==> src/sv/gcd_by_prime_factorization_assert.svh <==
// ----------------------------------------------------------------------------
// GCD by prime factorization: assertion macros
// Short forms for the concurrent checks. Every check samples on clk and is
// disabled while rst_n is low.
// ----------------------------------------------------------------------------
`ifndef GCD_BY_PRIME_FACTORIZATION_ASSERT_SVH
`define GCD_BY_PRIME_FACTORIZATION_ASSERT_SVH

// The condition holds at every clock edge.
`define GCDPF_ASSERT_ALWAYS(label, cond, msg) \
    label: assert property (@(posedge clk) disable iff (!rst_n) (cond)) \
        else $error(msg);

// The consequent holds in the same cycle as the antecedent.
`define GCDPF_ASSERT_IMPLIES(label, ante, cons, msg) \
    label: assert property (@(posedge clk) disable iff (!rst_n) (ante) |-> (cons)) \
        else $error(msg);

// The consequent holds in the cycle after the antecedent.
`define GCDPF_ASSERT_NEXT(label, ante, cons, msg) \
    label: assert property (@(posedge clk) disable iff (!rst_n) (ante) |=> (cons)) \
        else $error(msg);

`endif

==> src/sv/gcdpf_pkg.sv <==
// ----------------------------------------------------------------------------
// GCD by prime factorization: package
// Default sizes and the status codes of the result channel.
// ----------------------------------------------------------------------------
package gcdpf_pkg;

    // Default operand width and factor list depth.
    localparam int OPERAND_BITS_DEF = 31;
    localparam int MAX_PRIMES_DEF   = 9;

    // Width of the divisor field of a result.
    localparam int DIVISOR_BITS = 31;

    // Status codes of a result.
    localparam logic STATUS_VALID     = 1'b0;
    localparam logic STATUS_UNDEFINED = 1'b1;

endpackage

==> src/sv/gcd_by_prime_factorization.sv <==
// ----------------------------------------------------------------------------
// GCD by prime factorization
// Greatest common divisor of two operands, found by factoring each operand
// with trial division and multiplying the shared primes at their smaller
// exponents.
// ----------------------------------------------------------------------------
// One item is worked on at a time: item_ready is high only while the block is
// idle, and it returns in the cycle after the result transfer. An operand
// below two gives status undefined and divisor 0 in the cycle after the input
// transfer. Otherwise each operand first sheds its factors of two, then every
// trial divisor runs through the shared add/subtract unit, which forms one
// quotient bit per cycle; trial divisors run over the odd numbers up to the
// square root of the remaining cofactor, so a large prime operand is the
// worst case. The closing merge multiplies in each shared prime on the same
// unit, negligible beside the factoring. No clearing pass follows reset.
// ----------------------------------------------------------------------------
module gcd_by_prime_factorization
    import gcdpf_pkg::*;
#(
    parameter int OPERAND_BITS = OPERAND_BITS_DEF,
    parameter int MAX_PRIMES   = MAX_PRIMES_DEF
)
(
    input  logic                    clk,
    input  logic                    rst_n,

    input  logic                    item_valid,
    output logic                    item_ready,
    input  logic [OPERAND_BITS-1:0] first_value,
    input  logic [OPERAND_BITS-1:0] second_value,

    output logic                    result_valid,
    input  logic                    result_ready,
    output logic [DIVISOR_BITS-1:0] divisor,
    output logic                    status
);

    localparam int W     = OPERAND_BITS;
    localparam int AW    = OPERAND_BITS + 2;
    localparam int PW    = $clog2(OPERAND_BITS + 1);
    localparam int CW    = $clog2(MAX_PRIMES + 1);
    localparam int IDX_W = (MAX_PRIMES > 1) ? $clog2(MAX_PRIMES) : 1;
    localparam int BW    = $clog2(OPERAND_BITS);

    typedef enum logic [2:0] {
        S_IDLE,
        S_TWOS,
        S_DIV,
        S_EVAL,
        S_LEFT,
        S_MERGE,
        S_MUL,
        S_DONE
    } state_t;

    // Control registers.
    state_t            state_reg, state_next;
    logic              sel_reg, sel_next;
    logic              inner_reg, inner_next;
    logic [BW-1:0]     step_reg, step_next;
    logic [CW-1:0]     cnt_reg [2];
    logic [CW-1:0]     cnt_next [2];
    logic [CW-1:0]     i_reg, i_next;
    logic [CW-1:0]     j_reg, j_next;
    logic [PW-1:0]     e_reg, e_next;
    logic              result_valid_reg, result_valid_next;

    // Datapath registers.
    logic [W-1:0]      x_reg, x_next;
    logic [W-1:0]      b_reg, b_next;
    logic [W-1:0]      d_reg, d_next;
    logic [W-1:0]      rem_reg, rem_next;
    logic [W-1:0]      quo_reg, quo_next;
    logic [W-1:0]      g_reg, g_next;
    logic [W-1:0]      mprime_reg, mprime_next;
    logic [W-1:0]      last_prime_reg, last_prime_next;
    logic [PW-1:0]     cur_pow_reg, cur_pow_next;
    logic [W-1:0]      prime_reg [2][MAX_PRIMES];
    logic [W-1:0]      prime_next [2][MAX_PRIMES];
    logic [PW-1:0]     power_reg [2][MAX_PRIMES];
    logic [PW-1:0]     power_next [2][MAX_PRIMES];
    logic [DIVISOR_BITS-1:0] divisor_reg, divisor_next;
    logic              status_reg, status_next;

    // Shared add/subtract unit.
    logic [AW-1:0]     add_a;
    logic [AW-1:0]     add_b;
    logic              add_sub;
    logic [AW-1:0]     add_sum;
    logic [W:0]        trial;
    logic              no_borrow;

    // Factor list append request.
    logic              af_en;
    logic [W-1:0]      af_p;
    logic [CW-1:0]     cnt_cur;
    logic [CW-1:0]     cnt_m1;

    // Merge operands.
    logic [W-1:0]      pa;
    logic [W-1:0]      pb;
    logic [PW-1:0]     ea;
    logic [PW-1:0]     eb;
    logic              last_step;

    assign item_ready   = (state_reg == S_IDLE);
    assign result_valid = result_valid_reg;
    assign divisor      = divisor_reg;
    assign status       = status_reg;

    // The unit divides one bit a step in S_DIV and multiplies one bit a step
    // otherwise, most significant multiplier bit first.
    assign trial = {rem_reg, quo_reg[W-1]};

    always_comb
    begin
        if (state_reg == S_DIV)
        begin
            add_a   = {1'b0, trial};
            add_b   = {2'b00, d_reg};
            add_sub = 1'b1;
        end
        else
        begin
            add_a   = {2'b00, rem_reg[W-2:0], 1'b0};
            add_b   = quo_reg[W-1] ? {2'b00, g_reg} : '0;
            add_sub = 1'b0;
        end
        add_sum = add_a + (add_sub ? ~add_b : add_b) + AW'(add_sub);
    end

    assign no_borrow = ~add_sum[AW-1];
    assign last_step = (step_reg == BW'(W - 1));

    assign cnt_cur = cnt_reg[sel_reg];
    assign cnt_m1  = cnt_cur - CW'(1);

    assign pa = prime_reg[0][i_reg[IDX_W-1:0]];
    assign pb = prime_reg[1][j_reg[IDX_W-1:0]];
    assign ea = power_reg[0][i_reg[IDX_W-1:0]];
    assign eb = power_reg[1][j_reg[IDX_W-1:0]];

    // Sequencer and next-state logic.
    always_comb
    begin
        state_next        = state_reg;
        sel_next          = sel_reg;
        inner_next        = inner_reg;
        step_next         = step_reg;
        cnt_next          = cnt_reg;
        i_next            = i_reg;
        j_next            = j_reg;
        e_next            = e_reg;
        result_valid_next = result_valid_reg;
        x_next            = x_reg;
        b_next            = b_reg;
        d_next            = d_reg;
        rem_next          = rem_reg;
        quo_next          = quo_reg;
        g_next            = g_reg;
        mprime_next       = mprime_reg;
        divisor_next      = divisor_reg;
        status_next       = status_reg;
        af_en             = 1'b0;
        af_p              = x_reg;

        case (state_reg)
            S_IDLE:
            begin
                if (item_valid)
                begin
                    if (first_value < W'(2) || second_value < W'(2))
                    begin
                        divisor_next      = '0;
                        status_next       = STATUS_UNDEFINED;
                        result_valid_next = 1'b1;
                        state_next        = S_DONE;
                    end
                    else
                    begin
                        x_next      = first_value;
                        b_next      = second_value;
                        sel_next    = 1'b0;
                        cnt_next[0] = '0;
                        cnt_next[1] = '0;
                        state_next  = S_TWOS;
                    end
                end
            end

            // Strip factors of two with a shift.
            S_TWOS:
            begin
                if (!x_reg[0])
                begin
                    af_en  = 1'b1;
                    af_p   = W'(2);
                    x_next = x_reg >> 1;
                end
                else
                begin
                    d_next     = W'(3);
                    quo_next   = x_reg;
                    rem_next   = '0;
                    step_next  = '0;
                    inner_next = 1'b0;
                    state_next = S_DIV;
                end
            end

            // Restoring division of the cofactor by the trial divisor.
            S_DIV:
            begin
                rem_next  = no_borrow ? add_sum[W-1:0] : trial[W-1:0];
                quo_next  = {quo_reg[W-2:0], no_borrow};
                step_next = step_reg + BW'(1);
                if (last_step)
                begin
                    state_next = S_EVAL;
                end
            end

            // Quotient in quo_reg, remainder in rem_reg.
            S_EVAL:
            begin
                step_next = '0;
                rem_next  = '0;
                if (!inner_reg && d_reg > quo_reg)
                begin
                    state_next = S_LEFT;
                end
                else if (rem_reg == '0)
                begin
                    af_en      = 1'b1;
                    af_p       = d_reg;
                    x_next     = quo_reg;
                    quo_next   = quo_reg;
                    inner_next = 1'b1;
                    state_next = S_DIV;
                end
                else
                begin
                    d_next     = d_reg + W'(2);
                    quo_next   = x_reg;
                    inner_next = 1'b0;
                    state_next = S_DIV;
                end
            end

            // A cofactor above one is one more prime.
            S_LEFT:
            begin
                if (x_reg != W'(1))
                begin
                    af_en = 1'b1;
                    af_p  = x_reg;
                end
                if (!sel_reg)
                begin
                    sel_next   = 1'b1;
                    x_next     = b_reg;
                    state_next = S_TWOS;
                end
                else
                begin
                    i_next     = '0;
                    j_next     = '0;
                    g_next     = W'(1);
                    state_next = S_MERGE;
                end
            end

            // Walk both sorted lists for primes they share.
            S_MERGE:
            begin
                if (i_reg < cnt_reg[0] && j_reg < cnt_reg[1])
                begin
                    if (pa < pb)
                    begin
                        i_next = i_reg + CW'(1);
                    end
                    else if (pa > pb)
                    begin
                        j_next = j_reg + CW'(1);
                    end
                    else
                    begin
                        e_next      = (ea < eb) ? ea : eb;
                        mprime_next = pa;
                        quo_next    = pa;
                        rem_next    = '0;
                        step_next   = '0;
                        state_next  = S_MUL;
                    end
                end
                else
                begin
                    divisor_next      = DIVISOR_BITS'(g_reg);
                    status_next       = STATUS_VALID;
                    result_valid_next = 1'b1;
                    state_next        = S_DONE;
                end
            end

            // Shift-add multiplication of the running product by the prime.
            S_MUL:
            begin
                rem_next  = add_sum[W-1:0];
                quo_next  = quo_reg << 1;
                step_next = step_reg + BW'(1);
                if (last_step)
                begin
                    g_next    = add_sum[W-1:0];
                    e_next    = e_reg - PW'(1);
                    step_next = '0;
                    if (e_reg == PW'(1))
                    begin
                        i_next     = i_reg + CW'(1);
                        j_next     = j_reg + CW'(1);
                        state_next = S_MERGE;
                    end
                    else
                    begin
                        quo_next = mprime_reg;
                        rem_next = '0;
                    end
                end
            end

            S_DONE:
            begin
                if (result_ready)
                begin
                    result_valid_next = 1'b0;
                    state_next        = S_IDLE;
                end
            end

            default:
            begin
                state_next = S_IDLE;
            end
        endcase

        // Append a prime to the list in work, or raise the exponent of the
        // last one. A new prime is dropped once the list is full.
        last_prime_next = last_prime_reg;
        cur_pow_next    = cur_pow_reg;
        prime_next      = prime_reg;
        power_next      = power_reg;
        if (af_en)
        begin
            if (cnt_cur != '0 && last_prime_reg == af_p)
            begin
                cur_pow_next = cur_pow_reg + PW'(1);
                power_next[sel_reg][cnt_m1[IDX_W-1:0]] = cur_pow_reg + PW'(1);
            end
            else if (cnt_cur < CW'(MAX_PRIMES))
            begin
                prime_next[sel_reg][cnt_cur[IDX_W-1:0]] = af_p;
                power_next[sel_reg][cnt_cur[IDX_W-1:0]] = PW'(1);
                last_prime_next       = af_p;
                cur_pow_next          = PW'(1);
                cnt_next[sel_reg]     = cnt_cur + CW'(1);
            end
        end
    end

    // State and control registers.
    always_ff @(posedge clk or negedge rst_n)
    begin
        if (!rst_n)
        begin
            state_reg        <= S_IDLE;
            sel_reg          <= 1'b0;
            inner_reg        <= 1'b0;
            step_reg         <= '0;
            cnt_reg          <= '{default: '0};
            i_reg            <= '0;
            j_reg            <= '0;
            e_reg            <= '0;
            result_valid_reg <= 1'b0;
        end
        else
        begin
            state_reg        <= state_next;
            sel_reg          <= sel_next;
            inner_reg        <= inner_next;
            step_reg         <= step_next;
            cnt_reg          <= cnt_next;
            i_reg            <= i_next;
            j_reg            <= j_next;
            e_reg            <= e_next;
            result_valid_reg <= result_valid_next;
        end
    end

    // Datapath registers and factor lists.
    always_ff @(posedge clk)
    begin
        x_reg          <= x_next;
        b_reg          <= b_next;
        d_reg          <= d_next;
        rem_reg        <= rem_next;
        quo_reg        <= quo_next;
        g_reg          <= g_next;
        mprime_reg     <= mprime_next;
        last_prime_reg <= last_prime_next;
        cur_pow_reg    <= cur_pow_next;
        prime_reg      <= prime_next;
        power_reg      <= power_next;
        divisor_reg    <= divisor_next;
        status_reg     <= status_next;
    end

    // Checks on the sequencer and the result.
    `include "gcd_by_prime_factorization_assert.svh"

    `GCDPF_ASSERT_ALWAYS(a_no_overlap, !(item_ready && result_valid),
        "ready while a result waits")
    `GCDPF_ASSERT_IMPLIES(a_undefined_zero, result_valid && status == STATUS_UNDEFINED,
        divisor == '0, "undefined result carries a nonzero divisor")
    `GCDPF_ASSERT_IMPLIES(a_trial_odd, state_reg == S_DIV, d_reg[0],
        "trial divisor is even")
    `GCDPF_ASSERT_ALWAYS(a_list_bound,
        cnt_reg[0] <= CW'(MAX_PRIMES) && cnt_reg[1] <= CW'(MAX_PRIMES),
        "factor list count overflow")
    `GCDPF_ASSERT_NEXT(a_ready_after_result, result_valid && result_ready, item_ready,
        "not ready after result transfer")

endmodule
==> config.mk <==
export PLATFORM = sky130hd
export DESIGN_NAME = gcd_by_prime_factorization
export DESIGN_NICKNAME = d
export VERILOG_FILES = /design/src/sv/gcdpf_pkg.sv /design/src/sv/gcd_by_prime_factorization.sv
export VERILOG_INCLUDE_DIRS = /design/src /design/src/sv
export SDC_FILE = /design/constraint.sdc
export NUM_CORES = 2
export LEC_CHECK = 0
export BUFFER_PORTS_ARGS = -buffer_cell sky130_fd_sc_hd__clkbuf_2
export CAP_MARGIN = 15
export CORE_MARGIN = 4
export CORE_UTILIZATION = 36
export CTS_BUF_LIST = sky130_fd_sc_hd__clkbuf_8
export CTS_CLUSTER_SIZE = 40
export DETAILED_ROUTE_END_ITERATION = 12
export HOLD_SLACK_MARGIN = 0.12
export SLEW_MARGIN = 20
export SYNTH_ARGS = -nofsm -noshare
export SYNTH_HDL_FRONTEND = slang
export SYNTH_SLANG_ARGS = --single-unit
==> constraint.sdc <==
create_clock -name clk -period 9.36 [get_ports clk]
set_input_delay 0.468 -clock clk [delete_from_list [all_inputs] [get_ports clk]]
set_output_delay 0.468 -clock clk [all_outputs]
set_load 0.05 [all_outputs]
# == Word-level counts from Yosys, hierarchy flattened ==
# Index checks and enable logic that the tools add are counted.
# op_classes
n_addsub,10
magnitude_cmp,17
eq_ne,32
n_mux,139
bitwise,14
n_reduce_logical,39
# ops
op,n
2-to-1 mux 31 bit,37
bitwise mux 558 bit,1
case mux 31 bit (5 select lines),2
demux 279 bit (select 1 bit),1
2-to-1 mux 279 bit,1
binary-select mux 31 bit (select 4 bit),2
case mux 31 bit (2 select lines),4
2-to-1 mux 90 bit,2
demux 31 bit (select 4 bit),1
case mux 31 bit (4 select lines),1
bitwise mux 90 bit,1
demux 45 bit (select 1 bit),2
2-to-1 mux 45 bit,2
2-to-1 mux 5 bit,18
AND 72 bit,1
NOT 72 bit,1
greater-than comparator 31 bit,2
< comparator 31 x 2 -> 1 bit (second input constant),2
2-to-1 mux 4 bit,14
2-to-1 mux 8 bit,6
binary-select mux 5 bit (select 4 bit),2
demux 5 bit (select 4 bit),2
2-to-1 mux 3 bit,12
!= test 2 bit (second input constant),18
56 further kinds,116
# word_totals
register_bits,965
elab_cells,309

# == Depth between registers and ports, before layout ==
# depth
ltp_word,15
depth_mapped,26
depth_no_buf,21

# == Least setup slack after synthesis ==
# No wires, ideal clock.
# synth_timing
kind,reg-to-reg
from,reg j_reg[0]
to,reg quo_reg[0] (enable)
setup_ns,0.429
arrival_ns,6.639
t_required_ns,8.931
path_slack_ns,2.292
stages_incl_launch_ff,21
n_path_buf,4
synth_period_minus_slack_ns,7.068
path_cell_list,dfrtp_1 > clkbuf_1 > buf_1 > clkbuf_1 > buf_1 > mux4_2 > mux2i_1 > nor2_1 > a21oi_1 > ha_1 > nor2b_1 > o21a_1 > o21a_1 > o21a_1 > o21a_1 > o21a_1 > o21ai_0 > a21oi_1 > o211a_1 > a21oi_1 > a21oi_1
# synth_via
elab_chain_len,7
word_cells_on_any_way,12
cone_classes,3 x order compare; 3 x eq/ne; 3 x mux; 1 x bitwise; 2 x reduce/logical
# synth_rtl
element,line,source
start: declaration,gcd_by_prime_factorization.sv:64,"logic [CW-1:0] j_reg, j_next;"
start signal: assignment,gcd_by_prime_factorization.sv:392,j_reg <= j_next;
NOT 4 -> 5 bit (implied by the code),gcd_by_prime_factorization.sv:139,assign pb = prime_reg[1][j_reg[IDX_W-1:0]];
binary-select mux 31 bit (select 4 bit),gcd_by_prime_factorization.sv:139,
2-to-1 mux 31 bit (implied by the code) (2 in series),gcd_by_prime_factorization.sv:139,
greater-than comparator 31 bit or < comparator 31 bit (tied branches),"gcd_by_prime_factorization.sv:282, gcd_by_prime_factorization.sv:278",
!= test 2 bit (no source line),--,
AND reduction 6 bit (no source line) *,--,
end signal: assignment,gcd_by_prime_factorization.sv:405,quo_reg <= quo_next;
end: declaration,gcd_by_prime_factorization.sv:73,"logic [W-1:0] quo_reg, quo_next;"
# Mark *: on every way between the ends. The rest lies on a longest branch, timed or not. The select of a mux whose other input is x is not followed.
# A chain may end at the register's enable or synchronous reset.

# == Final worst setup path ==
# layout_timing
from,reg state_reg[2]
to,reg rem_reg[29] (data pin)
# layout_via
elab_chain_len,9
word_cells_on_any_way,16
cone_classes,2 x add/sub; 5 x eq/ne; 8 x mux; 1 x bitwise
# layout_rtl
element,line,source
start: declaration,gcd_by_prime_factorization.sv:57,"state_t state_reg, state_next;"
start signal: assignment,gcd_by_prime_factorization.sv:386,state_reg <= state_next;
== test 3 x 2 -> 1 bit,"gcd_by_prime_factorization.sv:117, gcd_by_prime_factorization.sv:167",
2-to-1 mux 31 bit,gcd_by_prime_factorization.sv:117,if (state_reg == S_DIV)
NOT 33 bit,gcd_by_prime_factorization.sv:129,add_sum = add_a + (add_sub ? ~add_b : add_b) + AW'(add_sub);
2-to-1 mux 33 bit,gcd_by_prime_factorization.sv:129,
adder 33 bit,gcd_by_prime_factorization.sv:129,
adder 33 x 1 -> 33 bit,gcd_by_prime_factorization.sv:129,
2-to-1 mux 31 bit,gcd_by_prime_factorization.sv:316,if (e_reg == PW'(1))
2-to-1 mux 31 bit,gcd_by_prime_factorization.sv:311,if (last_step)
case mux 31 bit (5 select lines) *,gcd_by_prime_factorization.sv:167,case (state_reg)
end signal: assignment,gcd_by_prime_factorization.sv:404,rem_reg <= rem_next;
end: declaration,gcd_by_prime_factorization.sv:72,"logic [W-1:0] rem_reg, rem_next;"
# Mark *: on every way between the ends. The rest lies on a longest branch, timed or not.

==> flow_metrics.env <==
export IMPL_finalNetCount=3755
export IMPL_synthTopCellsByArea="edfxtp_1, mux4_2, ha_1"
export IMPL_largest_reg_flops=558
export IMPL_synth_xor_area_share=0.01175
export IMPL_min_period_over_period=0.8537
export IMPL_drt_wl_total_um=131500
export IMPL_slew_headroom=0.2437
export IMPL_via_per_inst=5.764
export IMPL_cts_max_path_buffers=3
export IMPL_synth_compound_gate_area_share=0.1024
export IMPL_cp_max_fo=41
export IMPL_rsz0062_at_grt="no"
export IMPL_worst_slew_pin_slew_ps=1134
export IMPL_io_pins=100
export IMPL_slew_violations=0
export IMPL_grt_pass1_vias=29804
export IMPL_yosysMostFrequentCell="edfxtp_1"
export IMPL_setup_viol=0
export IMPL_required_ps=9920
export IMPL_grt_max_degree=116
export IMPL_hold_viol_final=0
export IMPL_syn_inst=3364
export IMPL_vias=30829
export IMPL_drt_first_iter_violations=3604
export IMPL_ys_async_sr_fraction=0.03320
export IMPL_avgSynthCellArea_um2=13.52
export IMPL_synth_edff_count=932
export IMPL_rows=130
export IMPL_dpl_hpwl_um=85340
export IMPL_core_area_um2=125600
export IMPL_p_leak_nw=18.01
export IMPL_finalSetupTns_ps=0
export IMPL_cts_root_buffer="clkbuf_8"
export IMPL_numPortBuffers=99
export IMPL_synth_area_leader_cell="edfxtp_1"
export IMPL_crit_start="state_reg[2]"
export IMPL_ant_nets=0
export IMPL_synth_area_um2=45490
export IMPL_period_needed_ps=7991
export IMPL_crit_type="reg2reg"
export IMPL_cts_tree="done"
export IMPL_worstSetupStartpointType="flip-flop"
export IMPL_powerDensity_nw_per_um2=355.0
export IMPL_r2r_start="state_reg[2]"
export IMPL_synth_fa_ha_area_frac=0.03235
export IMPL_insertion_delay_ps=900
export IMPL_synth_commonest_cells="edfxtp_1, nand2_1, nor2_1"
export IMPL_cts_max_level=4
export IMPL_firstDrtPassIters=6
export IMPL_crit_arrival_ps=8550
export IMPL_fmax_mhz=125.1
export IMPL_post_cts_setup_buffer_count=0
export IMPL_detail_route_wl_per_cell_um=24.59
export IMPL_grt_ovfl_total=0
export IMPL_synth_top_family_by_area="simple AND/OR/NAND/NOR gates"
export IMPL_cp_end_kind="flip-flop"
export IMPL_drc=0
export IMPL_die_h_um=363.5
export IMPL_finalPower_mw=18.43
export IMPL_muxShareOfSynthArea=0.09083
export IMPL_drive_above_1_share=0.1734
export IMPL_ir_drop_mv=0.1925
export IMPL_synth_top_cell_area_share=0.6153
export IMPL_track_usage=0.1960
export IMPL_grt_pass1_wl_um=194300
export IMPL_final_seq_area_um2=28810
export IMPL_clkTransAtPathRegs_ps=60
export IMPL_die_x_um=363.5
export IMPL_synth_top_flop_cell="edfxtp_1"
export IMPL_synth_seq_area_share=0.6329
export IMPL_syn2layout_area_growth_pct=14.11
export IMPL_ys_warnings_count=0
export IMPL_dieArea_um2=132100
export IMPL_ys_types=82
export IMPL_num_fill_cells=11633
export IMPL_yosys_area_share_simple=0.1046
export IMPL_syn_nets=3547
export IMPL_hold_path_class="in2async"
export IMPL_gp_congestion=0.9072
export IMPL_multi_input_area_um2=15770
export IMPL_ys_ff_latch=964
export IMPL_antenna_found_initial=1
export IMPL_cts_sinks=964
export IMPL_outcome="finished, final reports clean"
export IMPL_start_util=0.3622
export IMPL_fin_skew_ps=66.95
export IMPL_cap_violations=0
export IMPL_numCtsBuffers=164
## power breakdown
part           switching, mW  leakage, nW  internal (mW)
Sequential             0.875         8.98           6.55
Clock                   1.79         1.78           1.89
Combinational           4.73         7.25           2.59
Total                   7.40         18.0           11.0
## metrics by stage
| stage | util | hold WS [ps] | area (µm²) | std cells | setup slack (ps) |
|---|---|---|---|---|---|
| after floorplan | - | 172.4 | 45490 | 3364 | 2292 |
| after global placement | 0.3826 | 470.7 | 48040 | 4989 | 1763 |
| after detailed placement | 0.3828 | 480.8 | 48070 | 4989 | 1582 |
| after CTS | 0.4127 | 220.7 | 51830 | 5344 | 1509 |
| after global routing | 0.4133 | 265.6 | 51900 | 5348 | 713.4 |
| final | 0.4134 | 304.3 | 51910 | 5349 | 1369 |
## logic make-up (layout without fill, tap and decap cells)
family,after synthesis,after routing
DFF,964,964
and+or+nand+nor,992,992
buffers and inverters,294,627
xor gates and xnor gates,61,61
other,0,2
adders and majority gates,117,117
muxes,232,232
AOI/OAI and AO/OA,704,704
## final cells by class
type	count	share of cell area
Multi-Input combinational cell	2106	0.3039
Tap cell	1650	0.03977
Sequential cell	964	0.5550
Timing Repair Buffer	236	0.03394
Antenna cell	2	0.00009642
Clock inverter	122	0.01528
Clock buffer	169	0.04481
Inverter	100	0.007232
## cells in the final DEF, fill, tap and decap left out, drive strengths merged, types with 67 or more instances in the layout
cell	n
edfxtp	932
inv	157
clkbuf	268
mux4	144
o21ai	175
nor2	226
buf	73
and3	80
ha	116
nand3	108
nand2	321
mux2i	82
and2	67
a21oi	158
## layer usage
| layer | track usage | up-vias | wire (µm) |
|---|---|---|---|
| met1 | 0.2798 | 15518 | 57530 |
| met2 | 0.2979 | 1458 | 58470 |
| met3 | 0.04298 | 274 | 11470 |
| met5 | 0 | - | 0 |
| li1 | - | 13579 | - |
| met4 | 0.06471 | 0 | 4059 |
## critical path: stages (launching register included)
cell,delay [ps]
dfrtp_1,740
inv_1,300
nand2_2,610
o21ai_0,280
fa_1,480
a21o_1,190
a21o_1,210
a2111oi_0,960
o211ai_1,280
a41o_1,350
a2111oi_0,640
o31ai_1,280
nand4_1,150
nand2_1,110
a211oi_1,290
nor2_1,70
ha_1,920
buf_4,420
nor3_1,90
mux2i_1,170
o211ai_1,120
## final timing paths
path | to | slack, ps | cells after the start
max reg2reg | rem_reg[29] | 1370 | 20
min reg2reg | result_valid | 480 | 1
max in group asynchronous | i_reg[1] | 8390 | 2
min in group clk | b_reg[12] | 320 | 2
min | j_reg[3] | 300 | 2
max | rem_reg[29] | 1370 | 20
## repair_timing
| action | 4_1_cts | 5_1_grt |
|---|---|---|
| hold buffers | 64 | 0 |
| hold endpoints to repair | 95 | 0 |
| gates resized for setup | 0 | 0 |
(Power assumes the default switching activity.)
